===== src/sv/rfcfb_pkg.sv =====
// ----------------------------------------------------------------------------
// rfcfb_pkg
// Shared constants, types and functions of the command frame builder.
// ----------------------------------------------------------------------------
package rfcfb_pkg;

  localparam int unsigned ADDR_WIDTH = 16;
  localparam int unsigned TOG_DEPTH  = 1 << ADDR_WIDTH;

  localparam logic [7:0] CRC_POLY    = 8'h8C;
  localparam logic [7:0] FMT_DEFAULT = 8'hFF;
  localparam logic [7:0] FMT_NONE    = 8'd0;
  localparam logic [7:0] FMT_LEVEL   = 8'd1;
  localparam logic [7:0] FMT_RGB     = 8'd3;

  localparam logic [7:0] CMD_PLAIN_LAST = 8'd5;
  localparam logic [7:0] CMD_SET        = 8'd6;
  localparam logic [7:0] CMD_PLAIN_9    = 8'd9;
  localparam logic [7:0] CMD_PLAIN_10   = 8'd10;
  localparam logic [7:0] CMD_PLAIN_15   = 8'd15;
  localparam logic [7:0] CMD_PLAIN_17   = 8'd17;

  localparam logic [1:0] STAT_OK      = 2'd0;
  localparam logic [1:0] STAT_BAD_FMT = 2'd1;
  localparam logic [1:0] STAT_UNSUP   = 2'd2;

  typedef struct packed {
    logic [7:0]  command_code;
    logic [7:0]  format_code;
    logic [7:0]  level;
    logic        color_given;
    logic [7:0]  red;
    logic [7:0]  green;
    logic [7:0]  blue;
    logic        toggle_given;
    logic        toggle_value;
    logic [15:0] address;
  } cmd_t;

  // Frame bytes before the CRC, the number of those bytes and the error code.
  typedef struct packed {
    logic [7:0][7:0] bytes;
    logic [3:0]      len;
    logic            err;
    logic [1:0]      status;
  } frame_t;

  typedef struct packed {
    logic                  en;
    logic [ADDR_WIDTH-1:0] addr;
    logic                  data;
  } tog_wr_t;

  function automatic logic is_plain(input logic [7:0] cmd);
    return (cmd <= CMD_PLAIN_LAST) || (cmd == CMD_PLAIN_9) || (cmd == CMD_PLAIN_10) ||
           (cmd == CMD_PLAIN_15) || (cmd == CMD_PLAIN_17);
  endfunction

  function automatic logic [7:0] crc8_byte(input logic [7:0] crc, input logic [7:0] data);
    logic [7:0] c;
    logic [7:0] d;
    c = crc;
    d = data;
    for (int i = 0; i < 8; i++) begin
      if (c[0] ^ d[0]) begin
        c = (c >> 1) ^ CRC_POLY;
      end else begin
        c = c >> 1;
      end
      d = d >> 1;
    end
    return c;
  endfunction

endpackage


===== src/sv/rfcfb_frame_build.sv =====
// ----------------------------------------------------------------------------
// rfcfb_frame_build
// Resolves the toggle bit, writes it back and assembles the frame bytes.
// ----------------------------------------------------------------------------
module rfcfb_frame_build (
  input  logic                clk_i,
  input  logic                rst_ni,
  input  logic                accept_i,
  input  rfcfb_pkg::cmd_t     cmd_i,
  input  logic                tog_rd_i,
  input  logic                take_i,
  output logic                s1_busy_o,
  output logic                s2_valid_o,
  output rfcfb_pkg::frame_t   frame_o,
  output rfcfb_pkg::tog_wr_t  tog_wr_o
);
  import rfcfb_pkg::*;

  logic   s1_valid_q, s1_valid_d;
  cmd_t   item_q;
  logic   s2_valid_q, s2_valid_d;
  frame_t frame_q;
  frame_t built;
  logic   tog;
  logic   [7:0] fmt_eff;
  logic   [7:0] lo;
  logic   [7:0] hi;

  assign tog = item_q.toggle_given ? item_q.toggle_value : !tog_rd_i;

  assign tog_wr_o.en   = s1_valid_q;
  assign tog_wr_o.addr = item_q.address[ADDR_WIDTH-1:0];
  assign tog_wr_o.data = tog;

  assign lo = item_q.address[7:0];
  assign hi = item_q.address[15:8];

  always_comb begin
    built          = '0;
    built.bytes[0] = {item_q.command_code[3:0], tog, 3'b000};
    built.status   = STAT_OK;
    fmt_eff        = item_q.format_code;
    if (is_plain(item_q.command_code)) begin
      if (item_q.format_code == FMT_DEFAULT) begin
        fmt_eff = FMT_NONE;
      end
      if ((fmt_eff != FMT_NONE)) begin
        built.err    = 1'b1;
        built.status = STAT_BAD_FMT;
      end else begin
        built.bytes[1] = lo;
        built.bytes[2] = hi;
        built.bytes[3] = fmt_eff;
        built.len      = 4'd4;
      end
    end else if (item_q.command_code == CMD_SET) begin
      if (item_q.format_code == FMT_DEFAULT) begin
        fmt_eff = item_q.color_given ? FMT_RGB : FMT_LEVEL;
      end
      if (fmt_eff == FMT_LEVEL) begin
        built.bytes[1] = item_q.level;
        built.bytes[2] = lo;
        built.bytes[3] = hi;
        built.bytes[4] = fmt_eff;
        built.len      = 4'd5;
      end else if (fmt_eff == FMT_RGB) begin
        built.bytes[1] = item_q.red;
        built.bytes[2] = item_q.green;
        built.bytes[3] = item_q.blue;
        built.bytes[4] = 8'd0;
        built.bytes[5] = lo;
        built.bytes[6] = hi;
        built.bytes[7] = fmt_eff;
        built.len      = 4'd8;
      end else begin
        built.err    = 1'b1;
        built.status = STAT_BAD_FMT;
      end
    end else begin
      built.err    = 1'b1;
      built.status = STAT_UNSUP;
    end
  end

  assign s1_valid_d = accept_i;
  assign s2_valid_d = s1_valid_q || (s2_valid_q && !take_i);

  always_ff @(posedge clk_i) begin
    if (accept_i) begin
      item_q <= cmd_i;
    end
    if (s1_valid_q) begin
      frame_q <= built;
    end
  end

  always_ff @(posedge clk_i or negedge rst_ni) begin
    if (!rst_ni) begin
      s1_valid_q <= 1'b0;
      s2_valid_q <= 1'b0;
    end else begin
      s1_valid_q <= s1_valid_d;
      s2_valid_q <= s2_valid_d;
    end
  end

  assign s1_busy_o  = s1_valid_q;
  assign s2_valid_o = s2_valid_q;
  assign frame_o    = frame_q;

endmodule


===== config.mk =====
export PLATFORM = sky130hd
export DESIGN_NAME = rfcfb_frame_build
export DESIGN_NICKNAME = d
export VERILOG_FILES = /design/src/sv/rfcfb_pkg.sv /design/src/sv/rfcfb_frame_build.sv
export SDC_FILE = /design/constraint.sdc
export NUM_CORES = 1
export LEC_CHECK = 0
export ABC_CLOCK_PERIOD_IN_PS = 6200
export BUFFER_PORTS_ARGS = -buffer_cell sky130_fd_sc_hd__buf_2
export CORE_MARGIN = 2
export CORE_UTILIZATION = 30
export CTS_CLUSTER_SIZE = 20
export DETAILED_ROUTE_END_ITERATION = 16
export GPL_TIMING_DRIVEN = 1
export PLACE_DENSITY = 0.5
export SLEW_MARGIN = 10
export SYNTH_ARGS = -nofsm -noshare
export SYNTH_HDL_FRONTEND = slang
export SYNTH_SLANG_ARGS = --single-unit

===== constraint.sdc =====
create_clock -name clk_i -period 6.2 [get_ports clk_i]
set_clock_uncertainty 0.05 [all_clocks]
set_input_delay 1.24 -clock clk_i [delete_from_list [all_inputs] [get_ports clk_i]]
set_output_delay 1.24 -clock clk_i [all_outputs]
set_load 0.01 [all_outputs]

==> results.py <==
metrics = {
    "place": {
        "pre_cts_ws_ps": 3170,
        "gp_congestion": 0.667,
        "dp_hpwl_mm": 6.85,
        "placed_cells": 638,
        "place.port_buffers": 158,
    },
    "grt": {
        "grt_start_max_net_pins": 69,
        "grt_pass1_vias": 2940,
        "gr-total-overflow": 0,
        "grt_usage": 0.123,
        "grt_pass1_wl_mm": 16.3,
        "antenna_found_initial": 0,
    },
    "cts": {
        "h-tree-depth": 4,
        "clock-root-buffer": "clkbuf_16",
        "cts-buffers-inserted": 17,
        "cts_buffer_depth": 2,
        "cts_hold_buf": 0,
        "cts_resized": 0,
        "cts_tree": "built",
        "post_cts_buffers": 0,
        "clkLatencyLatePin_ps": 410,
        "clock_sinks": 136,
        "cts.clk_slew.worst_paths_ps": 60,
    },
    "floorplanning": {
        "fp.coreArea_mm2": 0.0166,
        "dieArea_mm2": 0.0182,
        "io_pins": 163,
        "start_util": 0.309,
        "die_h_um": 135,
        "row_count": 47,
        "die_x_um": 135,
    },
    "pwr": {
        "p_leak_nw": 2.63,
        "ir_drop_uv": 182,
        "powerDensity_mw_per_mm2": 329,
        "p_total_mw": 2.18,
    },
    "routing": {
        "avgRoutedWirePerCell_um": 16.1,
        "first_pass_iters": 5,
        "drc": 0,
        "drt_iter0_drc": 161,
        "routed_wl_mm": 10.8,
        "ant_nets": 0,
        "via_per_inst": 4.25,
        "dr_total_vias": 2848,
    },
    "setup_path": {
        "cpPeakStageDelay_ps": 720,
        "cp-start-kind": "register",
        "crit_path_end_kind": "primary output",
        "cp.arrival_ps": 1830,
        "crit_path_max_fanout": 68,
        "cp_cell_sequence": "buf_4 -> buf_2",
        "crit_type": "reg -> out",
        "cp_slowest_cell": "buf_4",
        "cp_data_required_time_ps": 4910,
    },
    "timing": {
        "min_period_ps": 3120,
        "fmax_ghz": 0.320,
        "setup_violations": 0,
        "slew_headroom": 0.377,
        "hold_viol": 0,
        "worst_slack_ps": 3080,
        "rsz0062_at_grt": "false",
        "slew_viol_final": 0,
        "fin_crit_sh": 0.504,
        "finalSetupTns_ps": 0,
        "tightest_slew_ps": 934,
    },
    "logic_synthesis": {
        "synthesis.area_mm2": 0.00513,
        "yosysUniqueCellTypes": 37,
        "synth_seq_cells": 136,
        "synth_top_cells_by_area": "edfxtp_1 78%, mux2i_1 4.7%, buf_4 3.4%",
        "yosysTopAreaCell": "edfxtp_1",
        "netlist_instances": 270,
        "yosysWarnings": 0,
        "seq_area_frac_synth": 0.793,
        "avgSynthCellArea_um2": 19.0,
        "synth_top_area_share": 0.784,
    },
    "cells_and_area": {
        "nets": 509,
        "area.growth.synth_to_final_pct": 29.2,
        "antenna_cells": 0,
        "stdcell_count": 670,
        "final_util": 0.399,
        "drive_above_1_share": 0.458,
    },
    "hold_path": {
        "hp-class": "reg -> reg",
    },
    "status": {
        "status": "complete, no violations",
    },
    "run": {
        "drv_cap": 0,
    },
}
[placed cells by master, fill, tap and decap left out, types with 2 or more instances in the layout]
cell        synthesis  final
buf_4              23      5
nor2_1             14     14
buf_2               4    157
clkinvlp_4          0      2
clkinv_2            0      3
clkbuf_16           0     17
mux2i_1            24     24
conb_1              1     17
clkinv_1            0      5
o21ai_4             0      2
clkbuf_1            0      3
o2bb2ai_1           7      7
edfxtp_1          134    134
inv_1               4      4
bufinv_16           0      2
and2_1             16     16
o2bb2ai_2           9      9
nor2b_1             2      2
nand3_1             2      2
o21ai_0             4      2
[worst max-delay path: cells and delay by family (launching register included)]
family                 cells  cell delay, ps
DFF                        1             410
buffers and inverters      2             990
[path summary, 6_finish.rpt]
path	cells after the start	slack, ps	endpoint	start
worst max-delay path	2	3080	tog_wr_o[17]	s1_busy_o$_DFF_PN0_
worst min-delay path	1	430	s2_valid_o$_DFF_PN0_	s2_valid_o$_DFF_PN0_
worst max register to register	6	3620	frame_o[49]$_SDFFCE_PP0P_	item_q[55]$_DFFE_PP_
worst min register to register	1	430	s2_valid_o$_DFF_PN0_	s2_valid_o$_DFF_PN0_
max in group asynchronous	1	5440	s1_busy_o$_DFF_PN0_	rst_ni
min in group asynchronous	1	550	s1_busy_o$_DFF_PN0_	rst_ni
[where the power goes]
part	switching, mW	internal (mW)	leakage (nW)
Sequential	0.0295	1.08	1.32
Combinational	0.0781	0.0559	1.05
Clock	0.358	0.582	0.261
Total	0.466	1.72	2.63
[cells in the mapped netlist, drive strengths merged]
cell	n
nand2	1
a31o	1
a32oi	1
o21a	1
buf	30
edfxtp	134
dfrtp	2
a211oi	1
a22oi	1
nand2b	1
conb	1
a21o	2
and2	16
a21oi	1
nand4b	1
nor3	2
inv	4
mux2i	24
nor3b	1
nor4b	1
nand4	1
and4	1
o21ai	4
nand3	2
nor2b	2
o211ai	1
or4	1
nor2	15
o2bb2ai	16
or2	1
[logic make-up after synthesis]
kind of cell           count (synthesis)  share of synthesized area
buffers and inverters                 34                     0.0478
flip-flops                           136                      0.793
AND/OR/NAND/NOR                       46                     0.0548
other                                  1                   0.000730
AO/OA/AOI/OAI                         29                     0.0565
multiplexers                          24                     0.0468
[registers in the layout (all words and copies together) (netlist names)]
| signal | count |
|---|---|
| built | 4 |
| item_q | 47 |
| s1_busy_o | 1 |
| frame_o | 67 |
| tog_wr_o | 16 |
| s2_valid_o | 1 |
[per-layer routing]
layer | GRT usage | share of wire
met3 | 0.0484 | 0.074
met5 | 0 | 0
met1 | 0.151 | 0.42
met2 | 0.195 | 0.49
met4 | 0.0526 | 0.014
[through the flow]
stage          area (um^2)  hold slack (ps)
2_1_floorplan         5190              415
3_3_place_gp          6090              404
3_5_place_dp          6090              418
4_1_cts               6640              431
5_1_grt               6640              482
6_report              6640              425
[final cells by class]
type,instances,area [um^2]
fillers,1591,10000
flip-flops and latches,136,4080
multi-input cells,116,898
repair buffers,162,823
clock buffers,20,437
well taps,220,275
clock inverters,12,109
inverters,4,15.0
(Power assumes the default switching activity.)
