<file path="config.mk">
export PLATFORM = sky130hd
export DESIGN_NAME = rfcfb_serializer
export DESIGN_NICKNAME = d
export VERILOG_FILES = /design/src/sv/rfcfb_pkg.sv /design/src/sv/rfcfb_serializer.sv
export SDC_FILE = /design/constraint.sdc
export NUM_CORES = 1
export LEC_CHECK = 0
export BUFFER_PORTS_ARGS = -buffer_cell sky130_fd_sc_hd__clkbuf_2
export CORE_ASPECT_RATIO = 1.75
export CORE_MARGIN = 5
export CORE_UTILIZATION = 47
export DETAILED_ROUTE_END_ITERATION = 7
export MAX_ROUTING_LAYER = met4
export PLACE_DENSITY_LB_ADDON = 0.25
export SYNTH_ARGS = -nofsm -noshare
export SYNTH_HDL_FRONTEND = slang
export SYNTH_SLANG_ARGS = --single-unit
</file>
<file path="constraint.sdc">
create_clock -name clk_i -period 11 [get_ports clk_i]
set_input_delay 2.75 -clock clk_i [delete_from_list [all_inputs] [get_ports clk_i]]
set_output_delay 2.75 -clock clk_i [all_outputs]
set_load 0.05 [all_outputs]
</file>
<file path="src/sv/rfcfb_pkg.sv">
// ----------------------------------------------------------------------------
// rfcfb_pkg
// Shared constants, types and functions of the command frame builder.
// ----------------------------------------------------------------------------
package rfcfb_pkg;

  localparam int unsigned ADDR_WIDTH = 16;
  localparam int unsigned TOG_DEPTH  = 1 << ADDR_WIDTH;

  localparam logic [7:0] CRC_POLY    = 8'h8C;
  localparam logic [7:0] FMT_DEFAULT = 8'hFF;
  localparam logic [7:0] FMT_NONE    = 8'd0;
  localparam logic [7:0] FMT_LEVEL   = 8'd1;
  localparam logic [7:0] FMT_RGB     = 8'd3;

  localparam logic [7:0] CMD_PLAIN_LAST = 8'd5;
  localparam logic [7:0] CMD_SET        = 8'd6;
  localparam logic [7:0] CMD_PLAIN_9    = 8'd9;
  localparam logic [7:0] CMD_PLAIN_10   = 8'd10;
  localparam logic [7:0] CMD_PLAIN_15   = 8'd15;
  localparam logic [7:0] CMD_PLAIN_17   = 8'd17;

  localparam logic [1:0] STAT_OK      = 2'd0;
  localparam logic [1:0] STAT_BAD_FMT = 2'd1;
  localparam logic [1:0] STAT_UNSUP   = 2'd2;

  typedef struct packed {
    logic [7:0]  command_code;
    logic [7:0]  format_code;
    logic [7:0]  level;
    logic        color_given;
    logic [7:0]  red;
    logic [7:0]  green;
    logic [7:0]  blue;
    logic        toggle_given;
    logic        toggle_value;
    logic [15:0] address;
  } cmd_t;

  // Frame bytes before the CRC, the number of those bytes and the error code.
  typedef struct packed {
    logic [7:0][7:0] bytes;
    logic [3:0]      len;
    logic            err;
    logic [1:0]      status;
  } frame_t;

  typedef struct packed {
    logic                  en;
    logic [ADDR_WIDTH-1:0] addr;
    logic                  data;
  } tog_wr_t;

  function automatic logic is_plain(input logic [7:0] cmd);
    return (cmd <= CMD_PLAIN_LAST) || (cmd == CMD_PLAIN_9) || (cmd == CMD_PLAIN_10) ||
           (cmd == CMD_PLAIN_15) || (cmd == CMD_PLAIN_17);
  endfunction

  function automatic logic [7:0] crc8_byte(input logic [7:0] crc, input logic [7:0] data);
    logic [7:0] c;
    logic [7:0] d;
    c = crc;
    d = data;
    for (int i = 0; i < 8; i++) begin
      if (c[0] ^ d[0]) begin
        c = (c >> 1) ^ CRC_POLY;
      end else begin
        c = c >> 1;
      end
      d = d >> 1;
    end
    return c;
  endfunction

endpackage

</file>
<file path="src/sv/rfcfb_serializer.sv">
// ----------------------------------------------------------------------------
// rfcfb_serializer
// Sends the frame one byte per transaction and appends the running CRC-8.
// ----------------------------------------------------------------------------
module rfcfb_serializer (
  input  logic               clk_i,
  input  logic               rst_ni,
  input  logic               s2_valid_i,
  input  rfcfb_pkg::frame_t  frame_i,
  output logic               take_o,
  input  logic               out_ready_i,
  output logic               out_valid_o,
  output logic [7:0]         out_byte_o,
  output logic               out_last_o,
  output logic [1:0]         out_status_o
);
  import rfcfb_pkg::*;

  logic       busy_q, busy_d;
  frame_t     frame_q;
  logic [3:0] k_q, k_d;
  logic [7:0] crc_q, crc_d;
  logic       out_valid_q, out_valid_d;
  logic [7:0] out_byte_q, out_byte_d;
  logic       out_last_q, out_last_d;
  logic [1:0] out_status_q, out_status_d;
  logic       out_adv;
  logic       emit;
  logic       done_now;
  logic [7:0] cur_byte;

  assign out_adv  = !out_valid_q || out_ready_i;
  assign emit     = busy_q && out_adv;
  assign done_now = emit && (frame_q.err || (k_q == frame_q.len));
  assign take_o   = s2_valid_i && (!busy_q || done_now);
  assign cur_byte = frame_q.bytes[k_q[2:0]];

  always_comb begin
    busy_d       = busy_q;
    k_d          = k_q;
    crc_d        = crc_q;
    out_valid_d  = out_valid_q;
    out_byte_d   = out_byte_q;
    out_last_d   = out_last_q;
    out_status_d = out_status_q;
    if (out_adv) begin
      out_valid_d = emit;
    end
    if (emit) begin
      if (frame_q.err) begin
        out_byte_d   = 8'd0;
        out_last_d   = 1'b1;
        out_status_d = frame_q.status;
      end else if (k_q < frame_q.len) begin
        out_byte_d   = cur_byte;
        out_last_d   = 1'b0;
        out_status_d = STAT_OK;
        crc_d        = crc8_byte(crc_q, cur_byte);
        k_d          = k_q + 4'd1;
      end else begin
        out_byte_d   = crc_q;
        out_last_d   = 1'b1;
        out_status_d = STAT_OK;
      end
    end
    if (done_now) begin
      busy_d = 1'b0;
    end
    if (take_o) begin
      busy_d = 1'b1;
      k_d    = '0;
      crc_d  = '0;
    end
  end

  always_ff @(posedge clk_i) begin
    if (take_o) begin
      frame_q <= frame_i;
    end
    k_q          <= k_d;
    crc_q        <= crc_d;
    out_byte_q   <= out_byte_d;
    out_last_q   <= out_last_d;
    out_status_q <= out_status_d;
  end

  always_ff @(posedge clk_i or negedge rst_ni) begin
    if (!rst_ni) begin
      busy_q      <= 1'b0;
      out_valid_q <= 1'b0;
    end else begin
      busy_q      <= busy_d;
      out_valid_q <= out_valid_d;
    end
  end

  assign out_valid_o  = out_valid_q;
  assign out_byte_o   = out_byte_q;
  assign out_last_o   = out_last_q;
  assign out_status_o = out_status_q;

endmodule

</file>
==> key figures, run 1 <==
Outcome
  • Result of the run: complete, no violations

Logic synthesis
  • Netlist area before placement: 4080 um^2
  • Most common cell in the synthesized netlist: edfxtp_1
  • Number of unique standard cell types used by synthesis: 39
  • Number of instances in the synthesized netlist: about 240
  • Number of synthesized flops with an enable pin: 82
  • Xor/xnor cell area share of the yosys netlist: 0.0644
  • Simple-gate portion of the synthesized area: 0.0675
  • Synthesized netlist net count: 318
  • Area fraction in compound gates after synthesis: 0.0338
  • Post-synthesis sequential area ratio: 0.675
  • Largest family of logic cells by synthesized area: multiplexers
  • Post-synth ARST share: 0.0208
  • Post-synthesis sequential element count: 96
  • Most used flip-flop cell after synthesis: edfxtp_1
  • Top cell type's share of synthesized area: 0.604
  • Synthesized area divided by synthesized cell count: 17.1 um^2
  • Mux contribution to synthesized area: 0.122
  • Most area-hungry cell type in the Yosys netlist: edfxtp_1
  • Post-synthesis share of cell area spent on full adders, half adders and majority gates: 0.0153
  • Cells taking the most area after synthesis: edfxtp_1 60%, mux4_2 6.6%, dfxtp_1 5.9%
  • Post-synth top cells: 82 x edfxtp_1, 21 x nor2_1, 16 x mux2i_1
  • Total number of yosys warnings: 0

Placed design
  • # port buffers: 87
  • Hpwl dp: 5000 um
  • Final weighted congestion in routability-driven placement: around 0.76
  • Count of placed standard cells including taps: around 440

Worst setup path
  • Worst Path Buf+Inv: 2
  • Delay of the slowest critical-path stage: around 0.34 ns
  • Slowest cell on crit path: and2_4
  • Worst EP required: 8.25 ns
  • Maximum fanout along the worst path: 21
  • CP endpoint kind: output pin
  • Number of cells on the critical path: 6
  • Arrival time of data at the critical path endpoint: between 3 and 4 ns
  • Ordered list of cells on the worst path: clkbuf_2 -> nand2b_1 -> nand2_1 -> nand2_1 -> and2_4 -> clkbuf_2
  • Worst Reg-to-Reg Cells: 11
  • Critical setup path kind: primary input to output pin
  • CP startpoint kind: primary input
  • Cell family with the largest share of critical-path delay: simple AND/OR/NAND/NOR gates

Layout
  • Layout overhead on the synthesized area: 20.9%
  • Finished Layout Cells: about 450
  • Layout fillers: around 720
  • Proportion of layout cells with a drive suffix above 1: 0.392
  • Number of antenna diodes: 0
  • Nets: slightly above 400

Clocking
  • CTS tree: built
  • Max H-tree Level: 3
  • Clock input transition at the sequential cells of the worst setup and hold paths: 0.06 ns
  • Maximum root-to-sink buffer count: 2
  • Resized cells post-CTS: 0
  • Cell at the root of the clock tree: clkbuf_16
  • Total of hold buffers inserted after clock tree synthesis: 0
  • Number of CTS-inserted buffers: 9
  • Number of setup buffers added after CTS: 0
  • Sinks on Clock Net: 96
  • Clock Latency Late Sink: roughly 0.33 ns

Global route
  • Total routing usage reported by global routing: 0.149
  • Wire length of the first global-routing pass: between 10,000 and 15,000 um
  • Via count of the first global-routing pass: around 2.4k
  • Pin count of the biggest net entering global routing: between 60 and 70
  • Total congestion overflow after global routing: 0
  • Antenna violations before repair: 0

Floorplan
  • Cell Rows: 45
  • Total I/O pin count: between 80 and 90
  • Core area: roughly 8600 um^2
  • Chip width: 80.4 um
  • DIE AREA: ~11,000 um^2
  • Floorplan die height: approximately 130 um
  • Initial Util: 0.476

Timing
  • Transition time at the pin with the least slew margin: about 1.2 ns
  • Final TNS setup: 0 ns
  • RSZ-0062 raised after global routing: false
  • Final worst-path cycle share: 0.594
  • Setup Viol. Count Final: 0
  • Number of hold-slack violations in the final timing report: 0
  • Final number of max-transition violations: 0
  • Normalized max-slew margin: 0.230
  • Post-layout min period: around 6.5 ns
  • Setup Skew: 0.00755 ns
  • Achievable Freq: 153 MHz

Detailed routing
  • DRC: 0
  • Drt first pass iters: 4
  • Routed length per placed instance: 15.2 um
  • Final wirelength: 6850 um
  • Count of antenna-violating nets left after detailed routing: 0
  • Number of DRC violations after detailed-routing iteration 0: 94
  • Vias per cell: between 4 and 5
  • Via count: 2,225

Power and ir drop
  • Pleak: 0.00195 uW
  • Ratio of total power to cell area: roughly 250 nW/um^2
  • Largest vdd supply drop: ~190 uV

Flow run
  • # Max-Cap Violations: 0

Hold path
  • Count of cells along the worst hold path: 1
  • Hold WC Path Type: register to register
## per-stage QoR
step | area (um^2) | total power [uW] | hold slack (ns) | worst slack (ns) | util
2_1_floorplan | 4080 | 866 | 0.457 | 2.39 | -
3_3_place_gp | 4640 | 942 | 0.472 | 4.49 | 0.542
3_5_place_dp | 4640 | 950 | 0.488 | 4.44 | 0.542
4_1_cts | 4930 | 1250 | 0.499 | 4.44 | 0.576
5_1_grt | 4930 | 1310 | 0.514 | 4.35 | 0.576
6_report | 4930 | 1230 | 0.493 | 4.47 | 0.576
## registers in the layout, summed over array words and instances, names as in the netlist
name	flops
crc_q	8
out_byte_o	8
out_valid_o	1
frame_q	71
k_q	4
out_last_o	1
out_status_o	2
busy_q	1
## routing by layer
metal | vias to the layer above | wire [um] | global-route usage
met5 | - | 0 | -
met4 | 0 | 196 | 0.0733
met3 | 8 | 329 | 0.0311
met2 | 61 | 3860 | 0.252
met1 | 1070 | 2460 | 0.163
li1 | 1086 | - | -
## cell usage in the layout (no fill, tap or decap), types with 6 or more instances in the layout
master	Yosys	final
clkbuf_2	0	87
edfxtp_1	82	82
clkbuf_16	0	9
mux2i_1	16	16
nand2b_1	6	6
a211oi_1	8	8
dfxtp_1	12	12
nor2_1	21	21
mux4_2	12	12
xnor2_1	9	9
inv_1	7	7
## power breakdown
| part | internal, uW | leakage, uW | switching [uW] |
|---|---|---|---|
| Clock | 174 | 0.000145 | 123 |
| Sequential | 451 | 0.000893 | 24.1 |
| Combinational | 219 | 0.000911 | 241 |
## kinds of logic after synthesis
family | after synthesis
compound gates | 17
xor+xnor | 21
fa+ha+maj | 5
buf+inv | 18
flops | 96
mux | 32
simple gates | 49
## path summary, 6_finish.rpt
path | startpoint | to | slack, ns
min in group asynchronous | rst_ni | out_valid_o | 2.19
max | out_ready_i | take_o | 4.47
max in group asynchronous | rst_ni | busy_q | 8.71
min reg2reg | busy_q | out_valid_o | 0.49
max reg2reg | k_q[0] | crc_q[6] | 7.87
min | busy_q | out_valid_o | 0.49
## final cells by class
type / instances / area (um^2) / share of cell area
sequential: 96 / 2750 / 0.558
multi-input combinational: 124 / 1250 / 0.254
timing repair buffer: 91 / 465 / 0.0944
clock buffer: 9 / 225 / 0.0457
tap: 117 / 146 / 0.0297
clock inverter: 7 / 62.6 / 0.0127
inverter: 7 / 26.3 / 0.00533
Power figures use the tool's default switching activity.
==> run 2: changes to the inputs <==
Settings changed: ABC_AREA set to 1.
Clock period 11 ns to 6.3 ns, I/O delays scaled along.
==> run 2 against run 1 <==
Compared with the run above: count of clock-buffer cells in the layout grew 3; design area rose by 7.8%; via count rose by 41%; sequential share of layout area is 4.0 points lower; non-clock buffer count fell by 1; global-route usage is 1.2 points higher; routed wire length up 29%; setup slack worse by 2.1 ns; first-iteration DRC count increased to 2.7 times the previous value; sequential power rose by 77%; worst hold slack worse by 0.00061 ns; critical endpoint unchanged; largest cell class unchanged; highest routed layer unchanged.
==> key figures, run 2 <==
Logic synthesis
  • Number of instances in the synthesized netlist: 441
  • Netlist area before placement: between 4000 and 5000 um^2
  • Simple-gate portion of the synthesized area: 0.219
  • Largest family of logic cells by synthesized area: simple AND/OR/NAND/NOR gates
  • Most used flip-flop cell after synthesis: edfxtp_1
  • Post-synthesis share of cell area spent on full adders, half adders and majority gates: 0.0138
  • Post-synthesis sequential element count: 96
  • Area fraction in compound gates after synthesis: 0.0568
  • Synthesized area divided by synthesized cell count: just over 10 um^2
  • Post-synth top cells: 118 x nand2_1, 82 x edfxtp_1, 59 x inv_1
  • Mux contribution to synthesized area: 0
  • Number of unique standard cell types used by synthesis: 36
  • Most common cell in the synthesized netlist: nand2_1
  • Post-synthesis sequential area ratio: 0.609
  • Top cell type's share of synthesized area: 0.545
  • Synthesized netlist net count: between 500 and 600
  • Post-synth ARST share: 0.0208
  • Total number of yosys warnings: 0
  • Number of synthesized flops with an enable pin: 82
  • Xor/xnor cell area share of the yosys netlist: 0.0169
  • Cells taking the most area after synthesis: edfxtp_1 54%, nand2_1 9.8%, dfxtp_1 5.3%
  • Most area-hungry cell type in the Yosys netlist: edfxtp_1

Clocking
  • Resized cells post-CTS: 0
  • Number of setup buffers added after CTS: 0
  • Cell at the root of the clock tree: clkbuf_16
  • Sinks on Clock Net: 96
  • Max H-tree Level: 3
  • Clock Latency Late Sink: 0.34 ns
  • CTS tree: built
  • Clock input transition at the sequential cells of the worst setup and hold paths: roughly 0.060 ns
  • Number of CTS-inserted buffers: 9
  • Maximum root-to-sink buffer count: 2
  • Total of hold buffers inserted after clock tree synthesis: 0

Layout
  • Number of flip-flops in the largest register: between 70 and 80
  • Number of antenna diodes: 0
  • Proportion of layout cells with a drive suffix above 1: 0.266
  • Register with the most flip-flops: frame_q
  • Final instance area: approximately 5300 um^2
  • Final standard cell utilization of the core: 0.561
  • Nets: 608
  • Layout fillers: around 860
  • Commonest cells after routing, fill and taps aside: 118 x nand2_1, 87 x clkbuf_2, 82 x edfxtp_1, 59 x inv_1, 47 x nand3_1
  • Most common library cell in the layout ignoring fill and taps: nand2_1
  • Area used by multi-input combinational logic: ~1400 um^2
  • Layout overhead on the synthesized area: 17.6%
  • Sequential cell area: approximately 2800 um^2

Timing
  • Final number of max-transition violations: 0
  • Final TNS setup: 0 ns
  • Setup Skew: around 0.008 ns
  • Final worst-path cycle share: 0.627
  • Number of hold-slack violations in the final timing report: 0
  • RSZ-0062 raised after global routing: false
  • Achievable Freq: between 200 and 300 MHz
  • Post-layout min period: a little under 4 ns
  • Normalized max-slew margin: 0.405
  • Transition time at the pin with the least slew margin: approximately 0.89 ns
  • Setup Viol. Count Final: 0

Worst setup path
  • Ordered list of cells on the worst path: clkbuf_2 -> inv_1 -> nand2_1 -> a21oi_1 -> nor2_4 -> clkbuf_2
  • CP endpoint kind: output pin
  • Critical setup path kind: primary input to output pin
  • Delay of the slowest critical-path stage: ~0.29 ns
  • CP most frequent cell: clkbuf_2
  • Worst EP required: between 4 and 5 ns
  • Arrival time of data at the critical path endpoint: ~2.4 ns
  • CP startpoint kind: primary input
  • Maximum fanout along the worst path: 3
  • Slowest cell on crit path: a21oi_1

Placed design
  • Placed instance area: 5010 um^2
  • Hpwl dp: approximately 6600 um
  • Final weighted congestion in routability-driven placement: between 0.8 and 0.9
  • # port buffers: between 80 and 90

Detailed routing
  • Vias per cell: roughly 4.8
  • Via count: 3,134
  • DRC: 0
  • Final wirelength: 8860 um
  • Number of DRC violations after detailed-routing iteration 0: around 250
  • Drt first pass iters: 4
  • Routed length per placed instance: 13.5 um
  • Count of antenna-violating nets left after detailed routing: 0

Outcome
  • Result of the run: complete, no violations

Global route
  • Total congestion overflow after global routing: 0
  • Pin count of the biggest net entering global routing: 74
  • Antenna violations before repair: 0
  • Total routing usage reported by global routing: 0.161
  • Wire length of the first global-routing pass: around 15,000 um
  • Via count of the first global-routing pass: about 3.3k

Floorplan
  • Cell Rows: 47
  • Floorplan die height: around 140 um
  • DIE AREA: around 12,000 um^2
  • Chip width: roughly 84 um
  • Initial Util: 0.477
  • Core area: between 9000 and 10,000 um^2
  • Total I/O pin count: slightly below 90

Power and ir drop
  • Ratio of total power to cell area: 453 nW/um^2
  • Largest vdd supply drop: 214 uV
  • Pleak: ~0.0024 uW

Hold path
  • Hold WC Path Type: register to register

Flow run
  • # Max-Cap Violations: 0
## run 2: changes by cell type after synthesis, moves of 15 or more
cell	previous run	this run
nand2_1	5	118
inv_1	7	59
a21oi_1	2	18
o21ai_0	1	16
mux2i_1	16	0
nand3_1	2	47
## run 2: logic make-up after synthesis
family / Yosys count
compound gates: 47
fa+ha+maj: 5
xor+xnor: 7
buf+inv: 79
flops: 96
simple gates: 207
## run 2: worst max-delay path: cells and delay by family
family / cells / cell delay, ns
and+or+nand+nor: 2 / 0.15
buffers and inverters: 3 / 0.36
AOI/OAI and AO/OA: 1 / 0.29
## run 2: metal layers
layer	GRT usage	part of all wire	vias up	routed length (um)
met5	-	0	-	0
met4	0.0737	0.021	0	187
met3	0.0254	0.042	14	373
met2	0.291	0.55	75	4880
met1	0.170	0.39	1408	3420
li1	-	-	1637	-
## run 2: worst paths after layout
kind	start	endpoint	slack, ns	cells after the start
worst max-delay path	out_ready_i	take_o	2.35	6
worst min-delay path	busy_q	out_valid_o	0.49	2
worst max register to register	k_q[0]	crc_q[2]	3.19	14
worst min register to register	busy_q	out_valid_o	0.49	2
min in group asynchronous	rst_ni	out_valid_o	1.01	1
max in group asynchronous	rst_ni	busy_q	5.20	1
## run 2: per-stage QoR
step	power, uW	instances	hold WS, ns	setup WS [ns]
6_report	2410	655	0.492	2.35
2_1_floorplan	1690	441	0.447	0.700
4_1_cts	2420	655	0.497	2.34
3_3_place_gp	1830	639	0.465	2.35
5_1_grt	2580	655	0.530	2.28
3_5_place_dp	1860	639	0.483	2.34
## run 2: layout make-up
cell class,count,area share
repair buffers,90,0.0862
well taps,122,0.0287
flip-flops and latches,96,0.518
clock buffers,12,0.0483
clock inverters,4,0.00965
multi-input cells,266,0.262
inverters,65,0.0469
## run 2: power by group
part	internal (uW)	total (uW)	switching, uW
sequential	790	839	48.3
clock	330	553	223
combinational	333	1010	680
total	1450	2410	952
